--- config.mk ---
export PLATFORM = sky130hd
export DESIGN_NAME = free_interval_set_manager_flat
export DESIGN_NICKNAME = d
export VERILOG_FILES = /design/src/rtl/core/fism_pkg.sv /design/src/rtl/core/fism_req_if.sv /design/src/rtl/core/fism_rsp_if.sv /design/src/rtl/core/free_interval_set_manager.sv /design/src/rtl/core/fism_ram.sv /design/src/rtl/core/fism_walk.sv /design/src/rtl/core/fism_out_reg.sv /design/src/flat_wrapper.sv
export SDC_FILE = /design/constraint.sdc
export NUM_CORES = 2
export LEC_CHECK = 0
export BUFFER_PORTS_ARGS = -buffer_cell sky130_fd_sc_hd__buf_2
export CELL_PAD_IN_SITES_DETAIL_PLACEMENT = 1
export CELL_PAD_IN_SITES_GLOBAL_PLACEMENT = 2
export CORE_AREA = 2 2 409 573
export CTS_CLUSTER_SIZE = 24
export DETAILED_ROUTE_END_ITERATION = 8
export DIE_AREA = 0 0 411 575
export PLACE_DENSITY = 0.54
export SYNTH_ARGS = -nofsm -noshare
export SYNTH_HDL_FRONTEND = slang
export SYNTH_SLANG_ARGS = --single-unit
--- constraint.sdc ---
create_clock -name i_clk -period 13.3 [get_ports i_clk]
set_input_delay 2.66 -clock i_clk [delete_from_list [all_inputs] [get_ports i_clk]]
set_output_delay 2.66 -clock i_clk [all_outputs]
set_load 0.01 [all_outputs]
--- src/rtl/core/fism_pkg.sv ---
package fism_pkg;

    localparam int OP_W   = 2;
    localparam int ADDR_W = 32;
    localparam int IDX_W  = 5;
    localparam int CNT_W  = 6;
    localparam int STS_W  = 2;

    localparam logic [OP_W-1:0] OP_INSERT  = 2'd0;
    localparam logic [OP_W-1:0] OP_RESERVE = 2'd1;
    localparam logic [OP_W-1:0] OP_READ    = 2'd2;

    localparam logic [STS_W-1:0] STS_DONE  = 2'd0;
    localparam logic [STS_W-1:0] STS_EMPTY = 2'd1;
    localparam logic [STS_W-1:0] STS_FULL  = 2'd2;
    localparam logic [STS_W-1:0] STS_BAD   = 2'd3;

    typedef enum logic [2:0] {
        ST_IDLE,
        ST_DECODE,
        ST_EVAL,
        ST_MOVE,
        ST_APPEND,
        ST_SPLIT,
        ST_RDWAIT,
        ST_RESP
    } t_state;

    typedef struct packed {
        logic [STS_W-1:0]  status;
        logic [CNT_W-1:0]  entry_count;
        logic [ADDR_W-1:0] entry_low;
        logic [ADDR_W-1:0] entry_high;
    } t_result;

endpackage

--- src/rtl/core/fism_req_if.sv ---
interface fism_req_if;
    import fism_pkg::*;

    logic              valid;
    logic              ready;
    logic [OP_W-1:0]   op;
    logic [ADDR_W-1:0] range_low;
    logic [ADDR_W-1:0] range_high;
    logic [IDX_W-1:0]  entry_index;

    modport source (
        output valid, op, range_low, range_high, entry_index,
        input  ready
    );

    modport sink (
        input  valid, op, range_low, range_high, entry_index,
        output ready
    );
endinterface

--- src/rtl/core/fism_rsp_if.sv ---
interface fism_rsp_if;
    import fism_pkg::*;

    logic              valid;
    logic              ready;
    logic [STS_W-1:0]  status;
    logic [CNT_W-1:0]  entry_count;
    logic [ADDR_W-1:0] entry_low;
    logic [ADDR_W-1:0] entry_high;

    modport source (
        output valid, status, entry_count, entry_low, entry_high,
        input  ready
    );

    modport sink (
        input  valid, status, entry_count, entry_low, entry_high,
        output ready
    );
endinterface

--- src/rtl/core/free_interval_set_manager.sv ---
// Insert and reserve walk the held entries through the table memory, one entry per
// cycle except where a step moves the last entry into a freed slot, and end with an
// append or split write; a read fetches one entry. One item is worked on at a time;
// the next is taken once the result is in the output register, which holds it until
// transfer.
// Synchronous active-low reset empties the table; entry contents are not cleared.
module free_interval_set_manager #(
    parameter int MAX_ENTRIES = 32,
    parameter int PAGE_BITS   = 12
) (
    input  logic       i_clk,
    input  logic       i_rst_n,
    fism_req_if.sink   i_req,
    fism_rsp_if.source o_rsp
);
    import fism_pkg::*;

    logic    res_valid;
    logic    res_ready;
    t_result res;

    fism_walk #(
        .MAX_ENTRIES (MAX_ENTRIES),
        .PAGE_BITS   (PAGE_BITS)
    ) u_walk (
        .i_clk       (i_clk),
        .i_rst_n     (i_rst_n),
        .i_req       (i_req),
        .o_res_valid (res_valid),
        .i_res_ready (res_ready),
        .o_res       (res)
    );

    fism_out_reg u_out (
        .i_clk   (i_clk),
        .i_rst_n (i_rst_n),
        .i_valid (res_valid),
        .o_ready (res_ready),
        .i_res   (res),
        .o_rsp   (o_rsp)
    );
endmodule

--- src/rtl/core/fism_ram.sv ---
module fism_ram #(
    parameter int WIDTH = 40,
    parameter int DEPTH = 32
) (
    input  logic                     i_clk,
    input  logic                     i_we,
    input  logic [$clog2(DEPTH)-1:0] i_waddr,
    input  logic [WIDTH-1:0]         i_wdata,
    input  logic [$clog2(DEPTH)-1:0] i_raddr,
    output logic [WIDTH-1:0]         o_rdata
);
    logic [WIDTH-1:0] mem [DEPTH];
    logic [WIDTH-1:0] r_rdata;

    always_ff @(posedge i_clk) begin
        if (i_we) begin
            mem[i_waddr] <= i_wdata;
        end
        r_rdata <= mem[i_raddr];
    end

    assign o_rdata = r_rdata;
endmodule

--- src/rtl/core/fism_walk.sv ---
module fism_walk #(
    parameter int MAX_ENTRIES = 32,
    parameter int PAGE_BITS   = 12
) (
    input  logic              i_clk,
    input  logic              i_rst_n,
    fism_req_if.sink          i_req,
    output logic              o_res_valid,
    input  logic              i_res_ready,
    output fism_pkg::t_result o_res
);
    import fism_pkg::*;

    localparam int PW = ADDR_W - PAGE_BITS;
    localparam int CW = $clog2(MAX_ENTRIES + 1);
    localparam int IW = $clog2(MAX_ENTRIES);
    localparam int EW = 2 * PW;
    localparam logic [ADDR_W:0] PMASK = (ADDR_W+1)'((64'd1 << PAGE_BITS) - 64'd1);

    t_state             r_state, n_state;
    logic [OP_W-1:0]    r_op, n_op;
    logic [ADDR_W-1:0]  r_lo_b, n_lo_b;
    logic [ADDR_W-1:0]  r_hi_b, n_hi_b;
    logic [IDX_W-1:0]   r_idx, n_idx;
    logic [PW-1:0]      r_lo, n_lo;
    logic [PW-1:0]      r_hi, n_hi;
    logic [PW-1:0]      r_e, n_e;
    logic [CW-1:0]      r_m, n_m;
    logic [CW-1:0]      r_cnt, n_cnt;
    logic [STS_W-1:0]   r_status, n_status;
    logic [ADDR_W-1:0]  r_elo, n_elo;
    logic [ADDR_W-1:0]  r_ehi, n_ehi;

    logic               ram_we;
    logic [IW-1:0]      ram_waddr;
    logic [EW-1:0]      ram_wdata;
    logic [IW-1:0]      ram_raddr;
    logic [EW-1:0]      ram_rdata;

    logic [ADDR_W:0]    w_sum_lo, w_sum_hi;
    logic [PW:0]        w_fp, w_lp1, w_lp1_dec;
    logic               w_ins_empty;
    logic [PW-1:0]      w_rl, w_rh;
    logic               w_read_ok;
    logic [PW-1:0]      w_s, w_e;
    logic               w_absorb, w_overlap, w_split, w_drop;
    logic [CW-1:0]      w_cnt_dec, w_m_src, w_m_dec;
    logic               w_move, w_full;
    t_state             w_adv_state;

    fism_ram #(
        .WIDTH (EW),
        .DEPTH (MAX_ENTRIES)
    ) u_ram (
        .i_clk   (i_clk),
        .i_we    (ram_we),
        .i_waddr (ram_waddr),
        .i_wdata (ram_wdata),
        .i_raddr (ram_raddr),
        .o_rdata (ram_rdata)
    );

    assign w_sum_lo    = {1'b0, r_lo_b} + PMASK;
    assign w_sum_hi    = {1'b0, r_hi_b} + (ADDR_W+1)'(1);
    assign w_fp        = w_sum_lo[ADDR_W:PAGE_BITS];
    assign w_lp1       = w_sum_hi[ADDR_W:PAGE_BITS];
    assign w_lp1_dec   = w_lp1 - (PW+1)'(1);
    assign w_ins_empty = w_fp[PW] || (w_lp1 == '0) || (w_fp >= w_lp1);
    assign w_rl        = r_lo_b[ADDR_W-1:PAGE_BITS];
    assign w_rh        = r_hi_b[ADDR_W-1:PAGE_BITS];
    assign w_read_ok   = (32'(r_idx) < 32'(r_cnt)) && (32'(r_idx) < MAX_ENTRIES);

    assign w_s = ram_rdata[EW-1:PW];
    assign w_e = ram_rdata[PW-1:0];

    assign w_absorb  = !((({1'b0, r_hi} + (PW+1)'(1)) < {1'b0, w_s}) ||
                         (({1'b0, w_e} + (PW+1)'(1)) < {1'b0, r_lo}));
    assign w_overlap = (w_s <= r_hi) && (r_lo <= w_e);
    assign w_split   = w_overlap && (w_s < r_lo) && (r_hi < w_e);
    assign w_drop    = w_overlap && !(w_s < r_lo) && !(r_hi < w_e);
    assign w_cnt_dec = r_cnt - CW'(1);
    assign w_move    = w_cnt_dec > r_m;
    assign w_full    = r_cnt >= CW'(MAX_ENTRIES);
    assign w_m_src   = (r_state == ST_DECODE) ? r_cnt : r_m;
    assign w_m_dec   = w_m_src - CW'(1);

    always_comb begin
        if (w_m_src == '0) begin
            w_adv_state = (r_op == OP_INSERT) ? ST_APPEND : ST_RESP;
        end else begin
            w_adv_state = ST_EVAL;
        end
    end

    always_comb begin
        n_state = r_state;
        unique case (r_state)
            ST_IDLE: begin
                if (i_req.valid) begin
                    n_state = ST_DECODE;
                end
            end
            ST_DECODE: begin
                unique case (r_op)
                    OP_INSERT:  n_state = w_ins_empty ? ST_RESP : w_adv_state;
                    OP_RESERVE: n_state = (r_lo_b > r_hi_b) ? ST_RESP : w_adv_state;
                    OP_READ:    n_state = w_read_ok ? ST_RDWAIT : ST_RESP;
                    default:    n_state = ST_RESP;
                endcase
            end
            ST_EVAL: begin
                if (r_op == OP_INSERT) begin
                    n_state = (w_absorb && w_move) ? ST_MOVE : w_adv_state;
                end else if (w_split) begin
                    n_state = ST_SPLIT;
                end else begin
                    n_state = (w_drop && w_move) ? ST_MOVE : w_adv_state;
                end
            end
            ST_MOVE:   n_state = w_adv_state;
            ST_APPEND: n_state = ST_RESP;
            ST_SPLIT:  n_state = ST_RESP;
            ST_RDWAIT: n_state = ST_RESP;
            ST_RESP: begin
                if (i_res_ready) begin
                    n_state = ST_IDLE;
                end
            end
            default:   n_state = ST_IDLE;
        endcase
    end

    always_comb begin
        n_op      = r_op;
        n_lo_b    = r_lo_b;
        n_hi_b    = r_hi_b;
        n_idx     = r_idx;
        n_lo      = r_lo;
        n_hi      = r_hi;
        n_e       = r_e;
        n_m       = r_m;
        n_cnt     = r_cnt;
        n_status  = r_status;
        n_elo     = r_elo;
        n_ehi     = r_ehi;
        ram_we    = 1'b0;
        ram_waddr = r_m[IW-1:0];
        ram_wdata = ram_rdata;
        ram_raddr = w_m_dec[IW-1:0];

        unique case (r_state)
            ST_IDLE: begin
                if (i_req.valid) begin
                    n_op   = i_req.op;
                    n_lo_b = i_req.range_low;
                    n_hi_b = i_req.range_high;
                    n_idx  = i_req.entry_index;
                end
            end
            ST_DECODE: begin
                n_status = STS_DONE;
                n_elo    = '0;
                n_ehi    = '0;
                n_m      = w_m_dec;
                unique case (r_op)
                    OP_INSERT: begin
                        if (w_ins_empty) begin
                            n_status = STS_EMPTY;
                        end else begin
                            n_lo = w_fp[PW-1:0];
                            n_hi = w_lp1_dec[PW-1:0];
                        end
                    end
                    OP_RESERVE: begin
                        if (r_lo_b > r_hi_b) begin
                            n_status = STS_EMPTY;
                        end else begin
                            n_lo = w_rl;
                            n_hi = w_rh;
                        end
                    end
                    OP_READ: begin
                        ram_raddr = IW'(r_idx);
                        if (!w_read_ok) begin
                            n_status = STS_BAD;
                        end
                    end
                    default: n_status = STS_BAD;
                endcase
            end
            ST_EVAL: begin
                n_m = w_m_dec;
                if (r_op == OP_INSERT) begin
                    if (w_absorb) begin
                        n_lo  = (w_s < r_lo) ? w_s : r_lo;
                        n_hi  = (w_e > r_hi) ? w_e : r_hi;
                        n_cnt = w_cnt_dec;
                        if (w_move) begin
                            n_m       = r_m;
                            ram_raddr = w_cnt_dec[IW-1:0];
                        end
                    end
                end else if (w_overlap) begin
                    if (w_s < r_lo) begin
                        ram_we    = 1'b1;
                        ram_wdata = {w_s, r_lo - PW'(1)};
                        n_e       = w_e;
                    end else if (r_hi < w_e) begin
                        ram_we    = 1'b1;
                        ram_wdata = {r_hi + PW'(1), w_e};
                    end else begin
                        n_cnt = w_cnt_dec;
                        if (w_move) begin
                            n_m       = r_m;
                            ram_raddr = w_cnt_dec[IW-1:0];
                        end
                    end
                end
            end
            ST_MOVE: begin
                ram_we = 1'b1;
                n_m    = w_m_dec;
            end
            ST_APPEND: begin
                ram_waddr = r_cnt[IW-1:0];
                ram_wdata = {r_lo, r_hi};
                if (w_full) begin
                    n_status = STS_FULL;
                end else begin
                    ram_we = 1'b1;
                    n_cnt  = r_cnt + CW'(1);
                end
            end
            ST_SPLIT: begin
                ram_waddr = r_cnt[IW-1:0];
                ram_wdata = {r_hi + PW'(1), r_e};
                if (w_full) begin
                    n_status = STS_FULL;
                end else begin
                    ram_we = 1'b1;
                    n_cnt  = r_cnt + CW'(1);
                end
            end
            ST_RDWAIT: begin
                n_elo = {w_s, {PAGE_BITS{1'b0}}};
                n_ehi = {w_e, {PAGE_BITS{1'b1}}};
            end
            ST_RESP: begin
            end
            default: begin
            end
        endcase
    end

    always_ff @(posedge i_clk) begin
        if (!i_rst_n) begin
            r_state <= ST_IDLE;
            r_cnt   <= '0;
        end else begin
            r_state <= n_state;
            r_cnt   <= n_cnt;
        end
    end

    always_ff @(posedge i_clk) begin
        r_op     <= n_op;
        r_lo_b   <= n_lo_b;
        r_hi_b   <= n_hi_b;
        r_idx    <= n_idx;
        r_lo     <= n_lo;
        r_hi     <= n_hi;
        r_e      <= n_e;
        r_m      <= n_m;
        r_status <= n_status;
        r_elo    <= n_elo;
        r_ehi    <= n_ehi;
    end

    assign i_req.ready       = (r_state == ST_IDLE);
    assign o_res_valid       = (r_state == ST_RESP);
    assign o_res.status      = r_status;
    assign o_res.entry_count = CNT_W'(r_cnt);
    assign o_res.entry_low   = r_elo;
    assign o_res.entry_high  = r_ehi;
endmodule

--- src/rtl/core/fism_out_reg.sv ---
module fism_out_reg (
    input  logic              i_clk,
    input  logic              i_rst_n,
    input  logic              i_valid,
    output logic              o_ready,
    input  fism_pkg::t_result i_res,
    fism_rsp_if.source        o_rsp
);
    import fism_pkg::*;

    logic    r_valid, n_valid;
    t_result r_res;

    assign o_ready = !r_valid || o_rsp.ready;

    always_comb begin
        n_valid = r_valid;
        if (o_ready) begin
            n_valid = i_valid;
        end
    end

    always_ff @(posedge i_clk) begin
        if (!i_rst_n) begin
            r_valid <= 1'b0;
        end else begin
            r_valid <= n_valid;
        end
    end

    always_ff @(posedge i_clk) begin
        if (o_ready && i_valid) begin
            r_res <= i_res;
        end
    end

    assign o_rsp.valid       = r_valid;
    assign o_rsp.status      = r_res.status;
    assign o_rsp.entry_count = r_res.entry_count;
    assign o_rsp.entry_low   = r_res.entry_low;
    assign o_rsp.entry_high  = r_res.entry_high;
endmodule

--- src/flat_wrapper.sv ---
// flat-port wrapper written by rule: the top's interface ports become plain ports
module free_interval_set_manager_flat import fism_pkg::*;
#(
    parameter int MAX_ENTRIES = 32,
    parameter int PAGE_BITS   = 12
)
  (i_clk, i_rst_n, i_req_valid, i_req_op, i_req_range_low, i_req_range_high, i_req_entry_index, i_req_ready, o_rsp_valid, o_rsp_status, o_rsp_entry_count, o_rsp_entry_low, o_rsp_entry_high, o_rsp_ready);
  fism_req_if i_req_i ();
  fism_rsp_if o_rsp_i ();
  input  logic i_clk;
  input  logic i_rst_n;
  input wire logic [$bits(i_req_i.valid)-1:0] i_req_valid;
  input wire logic [$bits(i_req_i.op)-1:0] i_req_op;
  input wire logic [$bits(i_req_i.range_low)-1:0] i_req_range_low;
  input wire logic [$bits(i_req_i.range_high)-1:0] i_req_range_high;
  input wire logic [$bits(i_req_i.entry_index)-1:0] i_req_entry_index;
  output wire logic [$bits(i_req_i.ready)-1:0] i_req_ready;
  output wire logic [$bits(o_rsp_i.valid)-1:0] o_rsp_valid;
  output wire logic [$bits(o_rsp_i.status)-1:0] o_rsp_status;
  output wire logic [$bits(o_rsp_i.entry_count)-1:0] o_rsp_entry_count;
  output wire logic [$bits(o_rsp_i.entry_low)-1:0] o_rsp_entry_low;
  output wire logic [$bits(o_rsp_i.entry_high)-1:0] o_rsp_entry_high;
  input wire logic [$bits(o_rsp_i.ready)-1:0] o_rsp_ready;
  assign i_req_i.valid = i_req_valid;
  assign i_req_i.op = i_req_op;
  assign i_req_i.range_low = i_req_range_low;
  assign i_req_i.range_high = i_req_range_high;
  assign i_req_i.entry_index = i_req_entry_index;
  assign i_req_ready = i_req_i.ready;
  assign o_rsp_valid = o_rsp_i.valid;
  assign o_rsp_status = o_rsp_i.status;
  assign o_rsp_entry_count = o_rsp_i.entry_count;
  assign o_rsp_entry_low = o_rsp_i.entry_low;
  assign o_rsp_entry_high = o_rsp_i.entry_high;
  assign o_rsp_i.ready = o_rsp_ready;
  free_interval_set_manager #(.MAX_ENTRIES(MAX_ENTRIES), .PAGE_BITS(PAGE_BITS)) u_core (.i_clk(i_clk), .i_rst_n(i_rst_n), .i_req(i_req_i), .o_rsp(o_rsp_i));
endmodule
==> metrics.md <==
| Metric | Value |
|---|---|
| Area of the multi-input gates | `around 21000 um2` |
| Crit. End Element | `flip-flop` |
| Worst slew margin | `between 10% and 20%` |
| Area leader, netlist | `edfxtp_1` |
| Post-detail-place hpwl | `153000 um` |
| Worst-margin pin slew | `about 1.3 ns` |
| Hold Path Origin | `u_core.u_walk.r_elo[18]` |
| Gr usage total | `a little over a fifth` |
| Hold Vio Cnt, Final | `0` |
| Post-synth cell types | `between 70 and 80` |
| Final setup violation count | `0` |
| DRT iter0 DRCs | `approximately 3000` |
| Die Span Y | `~580 um` |
| Worst-path maximum fanout | `around 120` |
| H-Tree Level Count | `4` |
| # fillers | `24282` |
| Post-synth top cells | `1509 x edfxtp_1, 817 x nand2_1, 369 x a21oi_1` |
| Core area | `between 200000 and 250000 um2` |
| Synth area leaders | `edfxtp_1 66%, mux2i_1 4.8%, nand2_1 4.4%` |
| FF-to-FF End | `u_core.u_walk.u_ram.o_rdata[8]` |
| Worst r2r src | `u_core.u_walk.u_ram.o_rdata[5]` |
| WHS | `approximately 0.42 ns` |
| # port buffers | `136` |
| Setup crit start kind | `flip-flop` |
| Routed Antenna Nets | `0` |
| Synthesized flop and latch total | `roughly 1600` |
| Ys flop type | `edfxtp_1` |
| Synth Instances | `a little over 5000` |
| Synth Area in Simple Gates | `under 10%` |
| Drt first pass iters | `7` |
| Post-DR vias/cell | `roughly 5.2` |
| Setup bufs post-CTS | `0` |
| Share of flip-flops with an asynchronous set or reset | `0%` |
| CTS Sinks | `between 1500 and 2000` |
| Clock Path Buffers | `4` |
| I/O Pins | `149` |
| Via count | `roughly 45000` |
| Clock Latency Late Sink | `~0.84 ns` |
| Nets | `about 5600` |
| Clock Pin Slew Worst Setup and Hold Paths | `0.06 ns` |
| Reg area | `about 46000 um2` |
| TritonCTS Buffers | `between 150 and 200` |
| Sequential area share after synthesis | `roughly two thirds` |
| Synthesized area per cell | `about 13 um2` |
| F_max | `~120 MHz` |
| Period minus WS final | `just over 8 ns` |
| Worst R2R Setup Slack | `just over 5 ns` |
| Area grow syn2layout | `14.5%` |
| Die area | `between 200000 and 250000 um2` |
| Adder-cell share of the synthesized area | `roughly 3.5%` |
| Netlist Area Pre-Place | `between 60000 and 70000 um2` |
| Hold Crit Class | `flip-flop to flip-flop` |
| Remaining DRCs | `0` |
| Synth Area in XOR/XNOR | `about 1.8%` |
| Mux cell area share after synthesis | `under 10%` |
| CTS tree | `yes` |
| Largest family of logic cells by synthesized area | `compound AO/OA/AOI/OAI gates` |
| Hold buffer count at CTS | `0` |
| Complex-gate fraction of the synthesized area | `between 9 and 10%` |
| Initial core utilization | `around 30%` |
| Post-DR wirelength/cell | `~30 um` |
| Total of max-cap violations | `0` |
| Final Cycle Share | `61.6%` |
| Total gr overflow | `0` |
| Place WS | `between 5 and 6 ns` |
| Largest net degree at the start of global routing | `roughly 140` |
| CTS root buffer | `clkbuf_16` |
| Routed WL | `roughly 260000 um` |
| Setup_tns | `0 ns` |
| Yosys warns | `0` |
| CP arrival | `8.91 ns` |
| Most common cell in the synthesized netlist | `edfxtp_1` |
| Initial antenna violation count | `4` |
| Placed insts | `8214` |
| EDFF count, synth | `1509` |
| Hold EP | `u_core.u_out.o_rsp.entry_low[18]` |
| Clock skew | `slightly below 0.05 ns` |
| Vias in the first global route | `~47000` |
| First-pass GRT wire length | `358000 um` |
| Final WS setup | `just over 5 ns` |
| # resized after CTS | `0` |
| Finished Layout Cells | `about 8500` |
| Row cnt | `approximately 210` |
| Outcome | `finished, final reports clean` |
| R2R cell count | `21` |
| RSZ-0062 raised after global routing | `false` |
| Placer Congestion | `between 0.8 and 0.9` |
| CP Class | `flip-flop to flip-flop` |
| Die width | `411 um` |
| WHS Path Cells | `0` |
| Required @ worst endpoint | `around 14 ns` |
| Final Max Slew Viols | `0` |
| Layout cells sized above 1 | `11.8%` |
| Top cell type's share of synthesized area | `about 66%` |
-- sequential cells by signal, indices dropped and copies added, names as in the netlist --
name / count
u_core.u_walk.u_ram.mem: 1280
u_core.u_walk.u_ram.o_rdata: 40
u_core.u_walk.r_hi_b: 32
u_core.u_walk.r_lo_b: 32
u_core.u_out.o_rsp.entry_high: 21
u_core.u_walk.r_ehi: 21
u_core.u_out.o_rsp.entry_low: 20
u_core.u_walk.r_e: 20
u_core.u_walk.r_elo: 20
u_core.u_walk.r_hi: 20
u_core.u_walk.r_lo: 20
u_core.u_out.o_rsp.entry_count: 6
u_core.u_walk.r_cnt: 6
u_core.u_walk.r_m: 6
u_core.u_walk.r_idx: 5
u_core.u_walk.r_state: 3
u_core.u_out.o_rsp.status: 2
u_core.u_walk.r_op: 2
u_core.u_walk.r_status: 2
u_core.u_out.o_rsp.valid: 1
-- critical path, stage by stage, from the launching register on --
cell and delay [ns]:
dfxtp_1 0.94, and4_1 0.38, and3_1 0.22, nand4_1 0.28, nor2_1 0.28, nand3_1 0.12, xnor2_1 0.16, ha_1 0.32
a21oi_1 0.21, nor2_1 0.07, a2111oi_0 0.45, o221ai_1 0.52, o21ai_1 0.52, mux2_2 0.43, o211ai_4 0.48, buf_12 0.50
buf_4 0.63, mux2i_1 0.16, nand2_1 0.10, a21oi_1 0.09, or4_1 0.60, a221oi_2 0.19
-- worst max path at each step --
stage	end	cells past startpoint	start	slack, ns
6_report	u_core.u_walk.u_ram.o_rdata[8]	21	u_core.u_walk.u_ram.o_rdata[5]	5.10
5_1_grt	u_core.u_walk.u_ram.o_rdata[8]	21	u_core.u_walk.u_ram.o_rdata[5]	4.82
4_1_cts	u_core.u_walk.u_ram.o_rdata[24]	21	u_core.u_walk.u_ram.o_rdata[5]	5.25
3_5_place_dp	u_core.u_walk.u_ram.o_rdata[35]	21	u_core.u_walk.u_ram.o_rdata[5]	5.29
3_3_place_gp	u_core.u_walk.u_ram.o_rdata[35]	21	u_core.u_walk.u_ram.o_rdata[5]	5.23
2_1_floorplan	u_core.u_walk.r_state[0]	4	o_rsp_ready	6.45
-- routing by layer --
layer  vias up  GRT usage (%)  wire (um)  part of all wire [%]
li1      19890              -          -                     -
met1     23398           25.4     104000                    41
met2       896           38.9     133000                    52
met3       379           2.07       7870                   3.1
met4         0           8.10      10100                   4.0
met5         -              0          0                     0
-- logic make-up (layout without fill, tap and decap cells) --
kind of cell / Yosys count / in the layout
DFF: 1559 / 1559
and+or+nand+nor: 1466 / 1466
adders and majority gates: 195 / 195
muxes: 331 / 331
buffers and inverters: 477 / 726
AOI/OAI and AO/OA: 1017 / 1017
xor gates and xnor gates: 144 / 144
other: 1 / 14
-- placed cells by master (no fill, tap or decap), types with 47 or more instances in the layout --
cell type / instances
xnor2_1: 130
ha_1: 195
a21oi_1: 361
edfxtp_1: 1509
clkbuf_1: 47
mux2i_1: 328
nand3_1: 60
a311oi_1: 82
o21ai_0: 94
and3_1: 219
a211oi_1: 171
nor2_1: 115
buf_4: 149
inv_1: 137
nand2_1: 815
clkbuf_16: 173
dfxtp_1: 49
a31oi_1: 84
buf_2: 136
-- through the flow --
stage | utilization [%] | instance area, um2
floorplan | - | 69100
global placement | 31.9 | 73800
detailed placement | 31.9 | 73800
CTS | 34.2 | 79000
global route | 34.2 | 79000
finish | 34.2 | 79000
-- area by class of cell --
type	count	area share, %
sequential	1559	58.6
multi-input combinational	3165	26.8
clock buffer	232	5.91
tap	3059	4.85
timing repair buffer	292	2.46
inverter	139	0.661
clock inverter	63	0.651
antenna	2	0.00634
Power is not shown: default switching activity piles up to over one toggle a cycle in this logic, so the estimate is an artifact.
